==> src/rtl/mlev_pkg.sv <==
// constants, opcode type and saturation helper for the maglev plant emulator
// used by maglev_plant_euler_step; depends on nothing else
package mlev_pkg;

  localparam int unsigned WORD_W = 32;
  localparam int unsigned WIDE_W = 64;
  localparam int unsigned PROD_W = 128;
  localparam int unsigned MULB_W = 40;
  localparam int unsigned VOLT_W = 23;
  localparam int unsigned SETP_W = 26;

  localparam logic signed [31:0] POS_INIT  = 32'sd55834575;
  localparam logic signed [31:0] CUR_INIT  = 32'sd35710957;
  localparam logic [31:0]        DT_INIT   = 32'd42949673;
  localparam logic [31:0]        XINF_RAW  = 32'd30064771;
  localparam logic [31:0]        XI_RAW    = 32'd6867653;
  localparam logic [31:0]        LINF_Q32  = 32'd3458307667;
  localparam logic [31:0]        R_Q24     = 32'd195957883;
  localparam logic signed [63:0] G_RAW     = 64'sd164416717;
  localparam logic [31:0]        KF_Q40    = 32'd1098824433;
  localparam logic [63:0]        BIG_CAP   = 64'h4000_0000_0000_0000;
  localparam logic [63:0]        INC_CAP   = 64'h0000_0100_0000_0000;
  localparam logic [63:0]        NO_CAP    = 64'hFFFF_FFFF_FFFF_FFFF;

  // micro-op sequence of one integration step
  typedef enum logic [3:0] {
    OP_P2  = 4'd0,
    OP_LQ  = 4'd1,
    OP_DEN = 4'd2,
    OP_I2  = 4'd3,
    OP_FRC = 4'd4,
    OP_XIV = 4'd5,
    OP_RP2 = 4'd6,
    OP_T1  = 4'd7,
    OP_T2  = 4'd8,
    OP_DD  = 4'd9,
    OP_DV  = 4'd10,
    OP_DI  = 4'd11
  } op_t;

  function automatic logic signed [31:0] sat32(input logic signed [63:0] x);
    logic signed [31:0] r;
    if (x > 64'sd2147483647) r = 32'sh7FFF_FFFF;
    else if (x < -64'sd2147483648) r = 32'sh8000_0000;
    else r = x[31:0];
    return r;
  endfunction

endpackage

==> src/rtl/maglev_plant_euler_step.sv <==
// maglev plant emulator: one explicit euler step per item on a shared
// shift-add multiplier and restoring divider; uses mlev_pkg
//
// channel  dir  handshake          payload
// in       in   in_valid/in_stall  in_cmd, in_drive_voltage, in_target_position
// out      out  out_valid/out_stall ball state, position error, setpoint
// cfg      in   cfg_valid/cfg_ready cfg_step_time
//
// a step item runs twelve multiplies (one multiplier bit per cycle, until the
// remaining multiplier bits run out) and three 128-bit divisions, with a load
// and a store state around each multiply and the update and finish states to
// close; a reset command reloads the initial ball state and goes straight to
// the finish state.
// synchronous active-low reset loads the initial ball state and dt.
// in_stall is high while an item is in work; a waiting result does not block
// the next item, only the end of the following one.
module maglev_plant_euler_step
  import mlev_pkg::*;
(
  input  logic                     clk,
  input  logic                     rst_n,
  input  logic                     in_valid,
  output logic                     in_stall,
  input  logic                     in_cmd,
  input  logic signed [VOLT_W-1:0] in_drive_voltage,
  input  logic [SETP_W-1:0]        in_target_position,
  output logic                     out_valid,
  input  logic                     out_stall,
  output logic signed [31:0]       out_ball_position,
  output logic signed [31:0]       out_ball_velocity,
  output logic signed [31:0]       out_coil_current,
  output logic signed [31:0]       out_position_error,
  output logic [SETP_W-1:0]        out_echoed_setpoint,
  input  logic                     cfg_valid,
  output logic                     cfg_ready,
  input  logic [31:0]              cfg_step_time
);

  typedef enum logic [6:0] {
    S_IDLE  = 7'b0000001,
    S_LOAD  = 7'b0000010,
    S_MUL   = 7'b0000100,
    S_DIV   = 7'b0001000,
    S_STORE = 7'b0010000,
    S_UPD   = 7'b0100000,
    S_FIN   = 7'b1000000
  } state_t;

  state_t state_r, state_nxt;
  op_t    op_r, op_nxt;

  logic [31:0]        dt_r;
  logic signed [31:0] pos_r, vel_r, cur_r;
  logic signed [VOLT_W-1:0] volt_r;
  logic [SETP_W-1:0]  setp_r;

  logic [31:0]        pu_r, q_r;
  logic [63:0]        p2_r, den_r, i2_r, frc_r, rp2_r;
  logic signed [63:0] xiv_r, t1_r, t2_r, dd_r, dv_r, di_r;

  logic [PROD_W-1:0]  prod_r, mcand_r, n_r;
  logic [MULB_W-1:0]  mplier_r;
  logic [63:0]        c_r, rem_r;
  logic [6:0]         cnt_r;

  logic               out_valid_r;
  logic signed [31:0] o_pos_r, o_vel_r, o_cur_r, o_err_r;
  logic [SETP_W-1:0]  o_setp_r;

  // derived signed terms
  logic signed [63:0] acc_s, num_s, idot_s;
  logic [63:0]        acc_mag, num_mag, idot_mag;
  logic [31:0]        cur_mag, vel_mag;
  logic [22:0]        volt_mag;
  logic signed [32:0] p_s;

  // operand decode
  logic [63:0]        op_a, op_c, op_cap;
  logic [MULB_W-1:0]  op_b;
  logic               op_div, op_neg;
  logic [5:0]         op_sh;

  logic [PROD_W-1:0]  raw;
  logic [63:0]        val;
  logic signed [63:0] sval;
  logic [64:0]        r_sh;
  logic               ge;

  assign acc_s    = G_RAW - $signed(frc_r);
  assign num_s    = xiv_r - $signed(rp2_r);
  assign idot_s   = t1_r + t2_r;
  assign acc_mag  = acc_s[63] ? 64'(-acc_s) : 64'(acc_s);
  assign num_mag  = num_s[63] ? 64'(-num_s) : 64'(num_s);
  assign idot_mag = idot_s[63] ? 64'(-idot_s) : 64'(idot_s);
  assign cur_mag  = cur_r[31] ? 32'(-cur_r) : 32'(cur_r);
  assign vel_mag  = vel_r[31] ? 32'(-vel_r) : 32'(vel_r);
  assign volt_mag = volt_r[VOLT_W-1] ? 23'(-volt_r) : 23'(volt_r);
  assign p_s      = 33'(pos_r) + $signed({1'b0, XINF_RAW});

  always_comb begin
    op_a   = '0;
    op_b   = '0;
    op_c   = 64'd1;
    op_cap = NO_CAP;
    op_div = 1'b0;
    op_neg = 1'b0;
    op_sh  = 6'd0;
    unique case (op_r)
      OP_P2: begin
        op_a = 64'(pu_r); op_b = 40'(pu_r);
      end
      OP_LQ: begin
        op_a = 64'(pu_r); op_b = 40'(LINF_Q32); op_sh = 6'd32;
      end
      OP_DEN: begin
        op_a = 64'(pu_r); op_b = 40'(q_r);
      end
      OP_I2: begin
        op_a = 64'(cur_mag); op_b = 40'(cur_mag);
      end
      OP_FRC: begin
        op_a = i2_r; op_b = 40'(KF_Q40); op_div = 1'b1; op_c = p2_r; op_cap = BIG_CAP;
      end
      OP_XIV: begin
        op_a = 64'(vel_mag); op_b = 40'(XI_RAW); op_neg = vel_r[31];
      end
      OP_RP2: begin
        op_a = p2_r; op_b = 40'(R_Q24); op_sh = 6'd32; op_cap = BIG_CAP;
      end
      OP_T1: begin
        op_a = num_mag; op_b = {cur_mag, 8'd0}; op_div = 1'b1; op_c = den_r;
        op_cap = BIG_CAP; op_neg = cur_r[31] ^ num_s[63];
      end
      OP_T2: begin
        op_a = 64'({volt_mag, 8'd0}); op_b = 40'(pu_r); op_div = 1'b1;
        op_c = 64'(q_r); op_neg = volt_r[VOLT_W-1];
      end
      OP_DD: begin
        op_a = 64'(vel_mag); op_b = 40'(dt_r); op_sh = 6'd24; op_neg = vel_r[31];
      end
      OP_DV: begin
        op_a = acc_mag; op_b = 40'(dt_r); op_sh = 6'd32; op_cap = INC_CAP;
        op_neg = acc_s[63];
      end
      OP_DI: begin
        op_a = idot_mag; op_b = 40'(dt_r); op_sh = 6'd32; op_cap = INC_CAP;
        op_neg = idot_s[63];
      end
      default: begin
        op_a = '0;
      end
    endcase
  end

  // quotient or shifted product, saturated at the op's cap
  assign raw  = op_div ? n_r : (prod_r >> op_sh);
  assign val  = ((|raw[127:64]) || (raw[63:0] > op_cap)) ? op_cap : raw[63:0];
  assign sval = op_neg ? -$signed(val) : $signed(val);

  assign r_sh = {rem_r, n_r[127]};
  assign ge   = r_sh >= {1'b0, c_r};

  always_comb begin
    state_nxt = state_r;
    op_nxt    = op_r;
    unique case (state_r)
      S_IDLE:  if (in_valid) state_nxt = in_cmd ? S_FIN : S_LOAD;
      S_LOAD:  state_nxt = S_MUL;
      S_MUL:   if (mplier_r == '0) state_nxt = op_div ? S_DIV : S_STORE;
      S_DIV:   if (cnt_r == 7'd127) state_nxt = S_STORE;
      S_STORE: begin
        if (op_r == OP_DI) begin
          op_nxt    = OP_P2;
          state_nxt = S_UPD;
        end else begin
          op_nxt    = op_t'(op_r + 4'd1);
          state_nxt = S_LOAD;
        end
      end
      S_UPD:   state_nxt = S_FIN;
      S_FIN:   if (!out_valid_r || !out_stall) state_nxt = S_IDLE;
      default: state_nxt = S_IDLE;
    endcase
  end

  always_ff @(posedge clk) begin
    if (!rst_n) begin
      state_r     <= S_IDLE;
      op_r        <= OP_P2;
      dt_r        <= DT_INIT;
      pos_r       <= POS_INIT;
      vel_r       <= '0;
      cur_r       <= CUR_INIT;
      out_valid_r <= 1'b0;
    end else begin
      state_r <= state_nxt;
      op_r    <= op_nxt;
      if (cfg_valid && cfg_ready) dt_r <= cfg_step_time;
      if (state_r == S_IDLE && in_valid && in_cmd) begin
        pos_r <= POS_INIT;
        vel_r <= '0;
        cur_r <= CUR_INIT;
      end
      if (state_r == S_UPD) begin
        pos_r <= sat32(64'(pos_r) + dd_r);
        vel_r <= sat32(64'(vel_r) + dv_r);
        cur_r <= sat32(64'(cur_r) + di_r);
      end
      if (state_r == S_FIN && (!out_valid_r || !out_stall)) out_valid_r <= 1'b1;
      else if (!out_stall) out_valid_r <= 1'b0;
    end
  end

  // datapath registers
  always_ff @(posedge clk) begin
    if (state_r == S_IDLE && in_valid) begin
      volt_r <= in_drive_voltage;
      setp_r <= in_target_position;
      // clamp the gap at one unit so no divisor is zero
      pu_r   <= (p_s < 33'sd1) ? 32'd1 : p_s[31:0];
    end
    unique case (state_r)
      S_LOAD: begin
        prod_r   <= '0;
        mcand_r  <= PROD_W'(op_a);
        mplier_r <= op_b;
        c_r      <= op_c;
      end
      S_MUL: begin
        if (mplier_r != '0) begin
          if (mplier_r[0]) prod_r <= prod_r + mcand_r;
          mcand_r  <= mcand_r << 1;
          mplier_r <= mplier_r >> 1;
        end else begin
          n_r   <= prod_r;
          rem_r <= '0;
          cnt_r <= '0;
        end
      end
      S_DIV: begin
        rem_r <= ge ? 64'(r_sh - {1'b0, c_r}) : r_sh[63:0];
        n_r   <= {n_r[126:0], ge};
        cnt_r <= cnt_r + 7'd1;
      end
      S_STORE: begin
        case (op_r)
          OP_P2:   p2_r  <= val;
          OP_LQ:   q_r   <= XI_RAW + val[31:0];
          OP_DEN:  den_r <= val;
          OP_I2:   i2_r  <= val;
          OP_FRC:  frc_r <= val;
          OP_XIV:  xiv_r <= sval;
          OP_RP2:  rp2_r <= val;
          OP_T1:   t1_r  <= sval;
          OP_T2:   t2_r  <= sval;
          OP_DD:   dd_r  <= sval;
          OP_DV:   dv_r  <= sval;
          OP_DI:   di_r  <= sval;
          default: di_r  <= sval;
        endcase
      end
      S_FIN: begin
        if (!out_valid_r || !out_stall) begin
          o_pos_r  <= pos_r;
          o_vel_r  <= vel_r;
          o_cur_r  <= cur_r;
          o_err_r  <= sat32(64'(pos_r) - 64'(setp_r));
          o_setp_r <= setp_r;
        end
      end
      default: begin
      end
    endcase
  end

  assign in_stall            = (state_r != S_IDLE);
  assign cfg_ready           = (state_r == S_IDLE);
  assign out_valid           = out_valid_r;
  assign out_ball_position   = o_pos_r;
  assign out_ball_velocity   = o_vel_r;
  assign out_coil_current    = o_cur_r;
  assign out_position_error  = o_err_r;
  assign out_echoed_setpoint = o_setp_r;

`ifndef SYNTHESIS
  a_accept_busy: assert property (@(posedge clk) disable iff (!rst_n)
    in_valid && !in_stall |=> state_r != S_IDLE)
    else $error("accepted item did not start work");

  a_div_nonzero: assert property (@(posedge clk) disable iff (!rst_n)
    state_r == S_DIV |-> c_r != '0)
    else $error("divide by zero");

  a_mul_exit: assert property (@(posedge clk) disable iff (!rst_n)
    state_r == S_MUL && mplier_r == '0 |=> state_r == S_DIV || state_r == S_STORE)
    else $error("multiplier did not hand over");

  a_gap_clamped: assert property (@(posedge clk) disable iff (!rst_n)
    state_r == S_LOAD |-> pu_r != '0)
    else $error("zero gap reached the datapath");
`endif

endmodule

==> config.mk <==
export PLATFORM = sky130hd
export DESIGN_NAME = maglev_plant_euler_step
export DESIGN_NICKNAME = d
export VERILOG_FILES = /design/src/rtl/mlev_pkg.sv /design/src/rtl/maglev_plant_euler_step.sv
export SDC_FILE = /design/constraint.sdc
export NUM_CORES = 2
export LEC_CHECK = 0
export ABC_CLOCK_PERIOD_IN_PS = 21800
export BUFFER_PORTS_ARGS = -buffer_cell sky130_fd_sc_hd__buf_2
export CAP_MARGIN = 20
export CORE_MARGIN = 3
export CORE_UTILIZATION = 33
export CTS_CLUSTER_DIAMETER = 80
export CTS_CLUSTER_SIZE = 10
export DETAILED_ROUTE_END_ITERATION = 10
export PLACE_DENSITY_LB_ADDON = 0.2
export SETUP_SLACK_MARGIN = 0.4
export SLEW_MARGIN = 10
export SYNTH_ARGS = -nofsm -noshare
export SYNTH_HDL_FRONTEND = slang
export SYNTH_SLANG_ARGS = --single-unit
==> constraint.sdc <==
create_clock -name clk -period 21.8 [get_ports clk]
set_input_delay 1.09 -clock clk [delete_from_list [all_inputs] [get_ports clk]]
set_output_delay 1.09 -clock clk [all_outputs]
set_load 0.01 [all_outputs]
==> After elaboration in Yosys (flattened, before gate mapping) <==
Index checks and enable logic that the tools add are counted.
{ "word_totals": {"wordCells": 191, "regBits": 1670, "input_bits": 87, "out_inout_bits": 157} }
{ "op_classes": {"magnitude_cmp": 11, "reduce_logical": 41, "eq_ne": 28, "n_addsub": 20, "n_shift": 1, "bitwise_logic": 2, "muxes": 54} }
{ "op_table": {"columns": ["op", "count"], "rows": [
  ["$pmux 128 s2", 3],
  ["$mux 128", 5],
  ["$pmux 64 s9", 1],
  ["$mux 32", 15],
  ["$mux 64", 7],
  ["$pmux 40 s9", 1],
  ["$neg 64->64", 4],
  ["$pmux 64 s2", 2],
  ["$add 32x64->64", 3],
  ["$gt 64x32->1 const B", 3],
  ["$lt 64x32->1 const B", 3],
  ["$pmux 64 s3", 1],
  ["$add 128x128->128", 1],
  ["$shr 128x6->128", 1],
  ["$sub 64x64->64", 2],
  ["$pmux 40 s2", 1],
  ["$ge 65x64->1", 1],
  ["$add 64x64->64", 1],
  ["$gt 64x64->1", 1],
  ["$neg 32->32", 2],
  ["$reduce_or 64->1", 1],
  ["$sub 29x64->64 const A", 1],
  ["$pmux 7 s7", 1],
  ["$mux 7", 6],
  ["48 further kinds", 90]
]} }

==> Logic depth before layout (Yosys ltp) <==
{ "depth": {"ltp_word": 10, "mapped_depth": 41, "depth_no_buf": 29} }

==> Worst setup path after synthesis <==
No wires, ideal clock.
{ "synth_path": {"path_type": "register -> register", "start": "register state_r[1]", "end": "register cnt_r[0], enable pin", "path_stages_with_launch": 8, "required_ps": 20739, "path_slack_ps": 5011, "arrival_time_ps": 15728, "setup_ps": 1061, "cell_sequence": "dfxtp_1 -> or2_2 -> nor3_1 -> nand3_1 -> clkbuf_1 -> clkbuf_1 -> clkbuf_1 -> a21boi_0"} }
{ "synth_between": {"elab_chain_cells": 3} }
{ "synth_lines": {"columns": ["element", "line_no", "rtl"], "rows": [
  ["from (decl)", "maglev_plant_euler_step.sv:49", "state_t state_r, state_nxt;"],
  ["from (signal assigned)", "maglev_plant_euler_step.sv:196", "state_r <= state_nxt;"],
  ["$eq 7x3->1 or $eq 7x4->1 (tied branches)", "maglev_plant_euler_step.sv:222", "unique case (state_r)"],
  ["$ne 2x2->1 (no line) or $reduce_bool 2->1 (tied branches)", null, null],
  ["$reduce_and 2->1 (no line) (*)", null, null],
  ["to (signal assigned)", "maglev_plant_euler_step.sv:243", "cnt_r <= cnt_r + 7'd1;"],
  ["to (decl)", "maglev_plant_euler_step.sv:64", "logic [6:0] cnt_r;"]
]} }
Mark *: on every way between the ends. The rest lies on a longest branch, timed or not.
A chain may end at the register's enable or synchronous reset.

==> Final worst setup path <==
{ "layout_path": {"start": "register op_r[0]", "end": "register q_r[24] (data pin)"} }
{ "layout_between": {"elab_chain_cells": 9} }
{ "layout_lines": {"columns": ["element", "line_no", "rtl"], "rows": [
  ["from (decl)", "maglev_plant_euler_step.sv:50", "op_t op_r, op_nxt;"],
  ["from (signal assigned)", "maglev_plant_euler_step.sv:197", "op_r <= op_nxt;"],
  ["$eq 4x4->1 (tied with other cells)", "maglev_plant_euler_step.sv:108", "unique case (op_r)"],
  ["$reduce_or 4->1 (no line)", null, null],
  ["$pmux 6 s2", "maglev_plant_euler_step.sv:108", null],
  ["$shr 128x6->128", "maglev_plant_euler_step.sv:156", "assign raw = op_div ? n_r : (prod_r >> op_sh);"],
  ["$mux 128", "maglev_plant_euler_step.sv:156", null],
  ["$gt 64x64->1 or $reduce_or 64->1 (tied branches)", "maglev_plant_euler_step.sv:157", "assign val = ((|raw[127:64]) || (raw[63:0] > op_cap)) ? op_cap : raw[63:0];"],
  ["$logic_or 1x1->1", "maglev_plant_euler_step.sv:157", null],
  ["$mux 64 (*)", "maglev_plant_euler_step.sv:157", null],
  ["$add 23x32->32 (*)", "maglev_plant_euler_step.sv:248", "OP_LQ: q_r <= XI_RAW + val[31:0];"],
  ["to (signal assigned)", "maglev_plant_euler_step.sv:248", null],
  ["to (decl)", "maglev_plant_euler_step.sv:57", "logic [31:0] pu_r, q_r;"]
]} }
Marks and branches as above.

==> run_results.csv <==
group,metric,value,unit
run_status,status,"finished, final reports clean",
placed_design,place_congestion,0.9816,
synthesis,synth_edf_count,1530,
synthesis,yosysMostFrequentCell,"edfxtp_1",
routing,dr.first_iter.drc_count,10510,
timing,hold_viol,0,
power,p_leak,44.73,nW
die,fp.coreArea,327400,sq um
timing,setup_viol,0,
timing,timing.fmax,93.74,MHz
timing,rsz0062_at_grt,"false",
routing,num_vias,91148,
global_route,grt.overflow.total,0,
die,initial_utilization,33.19,%
job,max_cap_viol_count,0,
min_path,hp-class,"input port to register",
worst_setup_path,cp-end-kind,"register",
clock_network,cts-hold-fix-buffers,0,
timing,finalCritPeriodShare,48.93,%
clock_network,post_cts_buffers,0,
clock_network,h-tree-depth,4,
placed_design,pre_cts_slack,11.27,ns
routing,drt_first_pass_iters,9,
routing,drt_wl_total,456400,um
power,power_frac_comb,4.9,%
synthesis,synth-seq-cells,1670,
global_route,grt_pass1_vias,87236,
worst_setup_path,cp.arrival,11.28,ns
final_layout,fillers,32646,
timing,final_max_slew_viol_count,0,
power,power.internal,5.324,mW
final_layout,drive_gt1_share,9.425,%
timing,fin_ws,11.13,ns
min_path,worstHoldPathCells,1,
clock_network,clock_sinks,1670,
clock_network,root_buffer,"clkbuf_16",
timing,finClkSkew,0.08376,ns
routing,via_per_inst,5.898,
die,fp.dieH,579.8,um
global_route,grtUsageTotal,26.04,%
power,ir_drop,0.06741,mV
worst_setup_path,cp_max_fo,37,
worst_setup_path,r2r-end,"q_r[24]$_DFFE_PP_",
worst_setup_path,path_buf_inv,7,
power,p_per_area,57.72,nW/um^2
clock_network,cts_max_path_buffers,4,
die,ioPinCount,244,
final_layout,post-route-util,36.94,%
power,swShare,23.73,%
worst_setup_path,r2r_slack,11.13,ns
placed_design,port_buffers,243,
worst_setup_path,critical-path-top-delay-family,"simple AND/OR/NAND/NOR gates",
routing,antenna_left,0,
min_path,min_to,"setp_r[2]$_DFFE_PP_",
worst_setup_path,critical_path.startpoint_type,"register",
routing,post_drt_wl_per_cell,29.53,um
global_route,grt_first_pass_wirelength,641600,um
die,die_w,579.8,um
global_route,antenna_found_initial,42,
synthesis,synthFlopType,"edfxtp_1",
synthesis,synth_area,108700,sq um
worst_setup_path,reg2reg_depth,31,
synthesis,seq_area_frac_synth,44.87,%
final_layout,syn_to_final_growth,11.30,%
clock_network,cts_made_buffers,196,
timing,tightestPinTransition,1.316,ns
timing,relSlewSlack,12.29,%
die,row_count,210,
clock_network,clock_latency,0.92,ns
placed_design,dp_hpwl,361500,um
final_layout,nNetsFinal,11696,
worst_setup_path,cpPeakStageDelay,0.62,ns
global_route,grt_max_degree,117,
worst_setup_path,cpMaxStageDelayCell,"or4_1",
synthesis,postSynthAreaPerCell,10.02,sq um
clock_network,path_clk_slew,0.06,ns
synthesis,synth_top_area_share,42.29,%
worst_setup_path,worstSetupPathType,"register to register",
min_path,min_from,"in_target_position[2]",
worst_setup_path,r2r-start,"op_r[0]$_SDFFE_PN0N_",
synthesis,async_flop_share,0,%
power,clock_power_share,44.0,%
synthesis,synth_warnings,0,
clock_network,cts_tree,"built",
synthesis,syn-num-nets,11550,
synthesis,synthTopCellsByArea,"edfxtp_1, ha_1, a21oi_1",
synthesis,synth_commonest_cells,"edfxtp_1, nor2_1, a21oi_1",
power,p_sw,1.656,mW
synthesis,yosysTopAreaCell,"edfxtp_1",
timing,tns,0,ns
power,pwr-share-seq,51.1,%
die,dieArea,336200,sq um
synthesis,synth_cells,10843,
synthesis,synth_cell_types,115,
routing,drc,0,
final_layout,reg_top3,"mcand_r: 128 flops, n_r: 128 flops, prod_r: 128 flops",
clock_network,cts_resized,0,
worst_setup_path,required,22.41,ns
timing,period_minus_slack,10.67,ns
==> layout make-up <==
| type | instances | area, sq um | share of cell area (%) |
|---|---|---|---|
| clock buffers | 269 | 5263 | 4.352 |
| well taps | 4346 | 5438 | 4.497 |
| multi-input cells | 8232 | 56670 | 46.86 |
| inverters | 433 | 1625 | 1.344 |
| repair buffers | 456 | 2833 | 2.342 |
| flip-flops and latches | 1670 | 48750 | 40.31 |
| diodes | 21 | 52.55 | 0.04346 |
| clock inverters | 27 | 301.5 | 0.2494 |
==> metal layers <==
metal	global-route usage [%]	part of all wire (%)
met5	0	0.028
met4	9.536	4.0
met3	4.269	7.5
met2	41.58	45
met1	35.42	43
==> worst max path at each step <==
| stage | from | endpoint | cells after the start |
|---|---|---|---|
| 2_1_floorplan | state_r[1]$_SDFFE_PN0P_ | cnt_r[0]$_SDFFCE_PN0P_ | 7 |
| 3_3_place_gp | op_r[0]$_SDFFE_PN0N_ | q_r[28]$_DFFE_PP_ | 31 |
| 3_5_place_dp | op_r[0]$_SDFFE_PN0N_ | q_r[24]$_DFFE_PP_ | 31 |
| 4_1_cts | op_r[0]$_SDFFE_PN0N_ | q_r[24]$_DFFE_PP_ | 31 |
| 5_1_grt | op_r[0]$_SDFFE_PN0N_ | q_r[24]$_DFFE_PP_ | 31 |
| 6_report | op_r[0]$_SDFFE_PN0N_ | q_r[24]$_DFFE_PP_ | 31 |
==> logic make-up after synthesis <==
kind of cell	after synthesis	share of synthesized area, %
AOI/OAI and AO/OA	3150	19.17
xor gates and xnor gates	892	7.190
adders and majority gates	620	7.195
buffers and inverters	941	3.320
DFF	1670	44.87
muxes	331	3.919
and+or+nand+nor	3239	14.33
==> cells in the final DEF, fill, tap and decap left out, types with 49 or more instances in the layout <==
master	netlist	routed
a21oi_1	908	902
mux4_2	62	62
nand2b_1	64	63
a221oi_1	72	72
nand2_1	872	869
or3_1	82	82
nand4_1	192	192
o31ai_1	95	94
o211ai_1	102	102
o21ai_0	580	577
dfxtp_1	140	137
and2_1	144	136
buf_4	3	207
mux2_2	135	135
a21o_1	360	360
a211oi_1	91	90
buf_2	20	244
mux2i_1	134	134
xor2_1	405	402
clkbuf_1	440	68
nor3_1	201	199
xnor2_1	487	484
o21a_1	96	95
ha_1	612	612
o21bai_1	107	106
a31oi_1	121	121
o221ai_1	49	49
nand3_1	202	201
nor4_1	127	126
nor2b_1	76	75
inv_1	431	431
a21boi_0	58	57
a221o_1	49	49
edfxtp_1	1530	1530
nor2_1	966	956
clkbuf_16	0	199
a222oi_1	65	65
and3_1	97	96
==> stage by stage <==
step           cells  total power, mW  hold slack (ns)  instance area (sq um)
2_1_floorplan  10843            3.826           0.4264                 108700
6_report       15454            6.980           0.3478                 120900
3_5_place_dp   15126            3.969           0.4372                 115200
4_1_cts        15422            7.047           0.2680                 120800
5_1_grt        15441            7.198           0.3122                 120900
3_3_place_gp   15125            3.968           0.4399                 115200
==> power groups by stage <==
stage / Clock, mW / Sequential [mW] / Combinational, mW
final: 3.07 / 3.57 / 0.343
after global routing: 3.26 / 3.57 / 0.373
after CTS: 3.14 / 3.57 / 0.338
after detailed placement: 0 / 3.63 / 0.337
after global placement: 0 / 3.63 / 0.335
after floorplan: 0 / 3.60 / 0.222
Note: power is estimated with default switching activity, not from simulation.
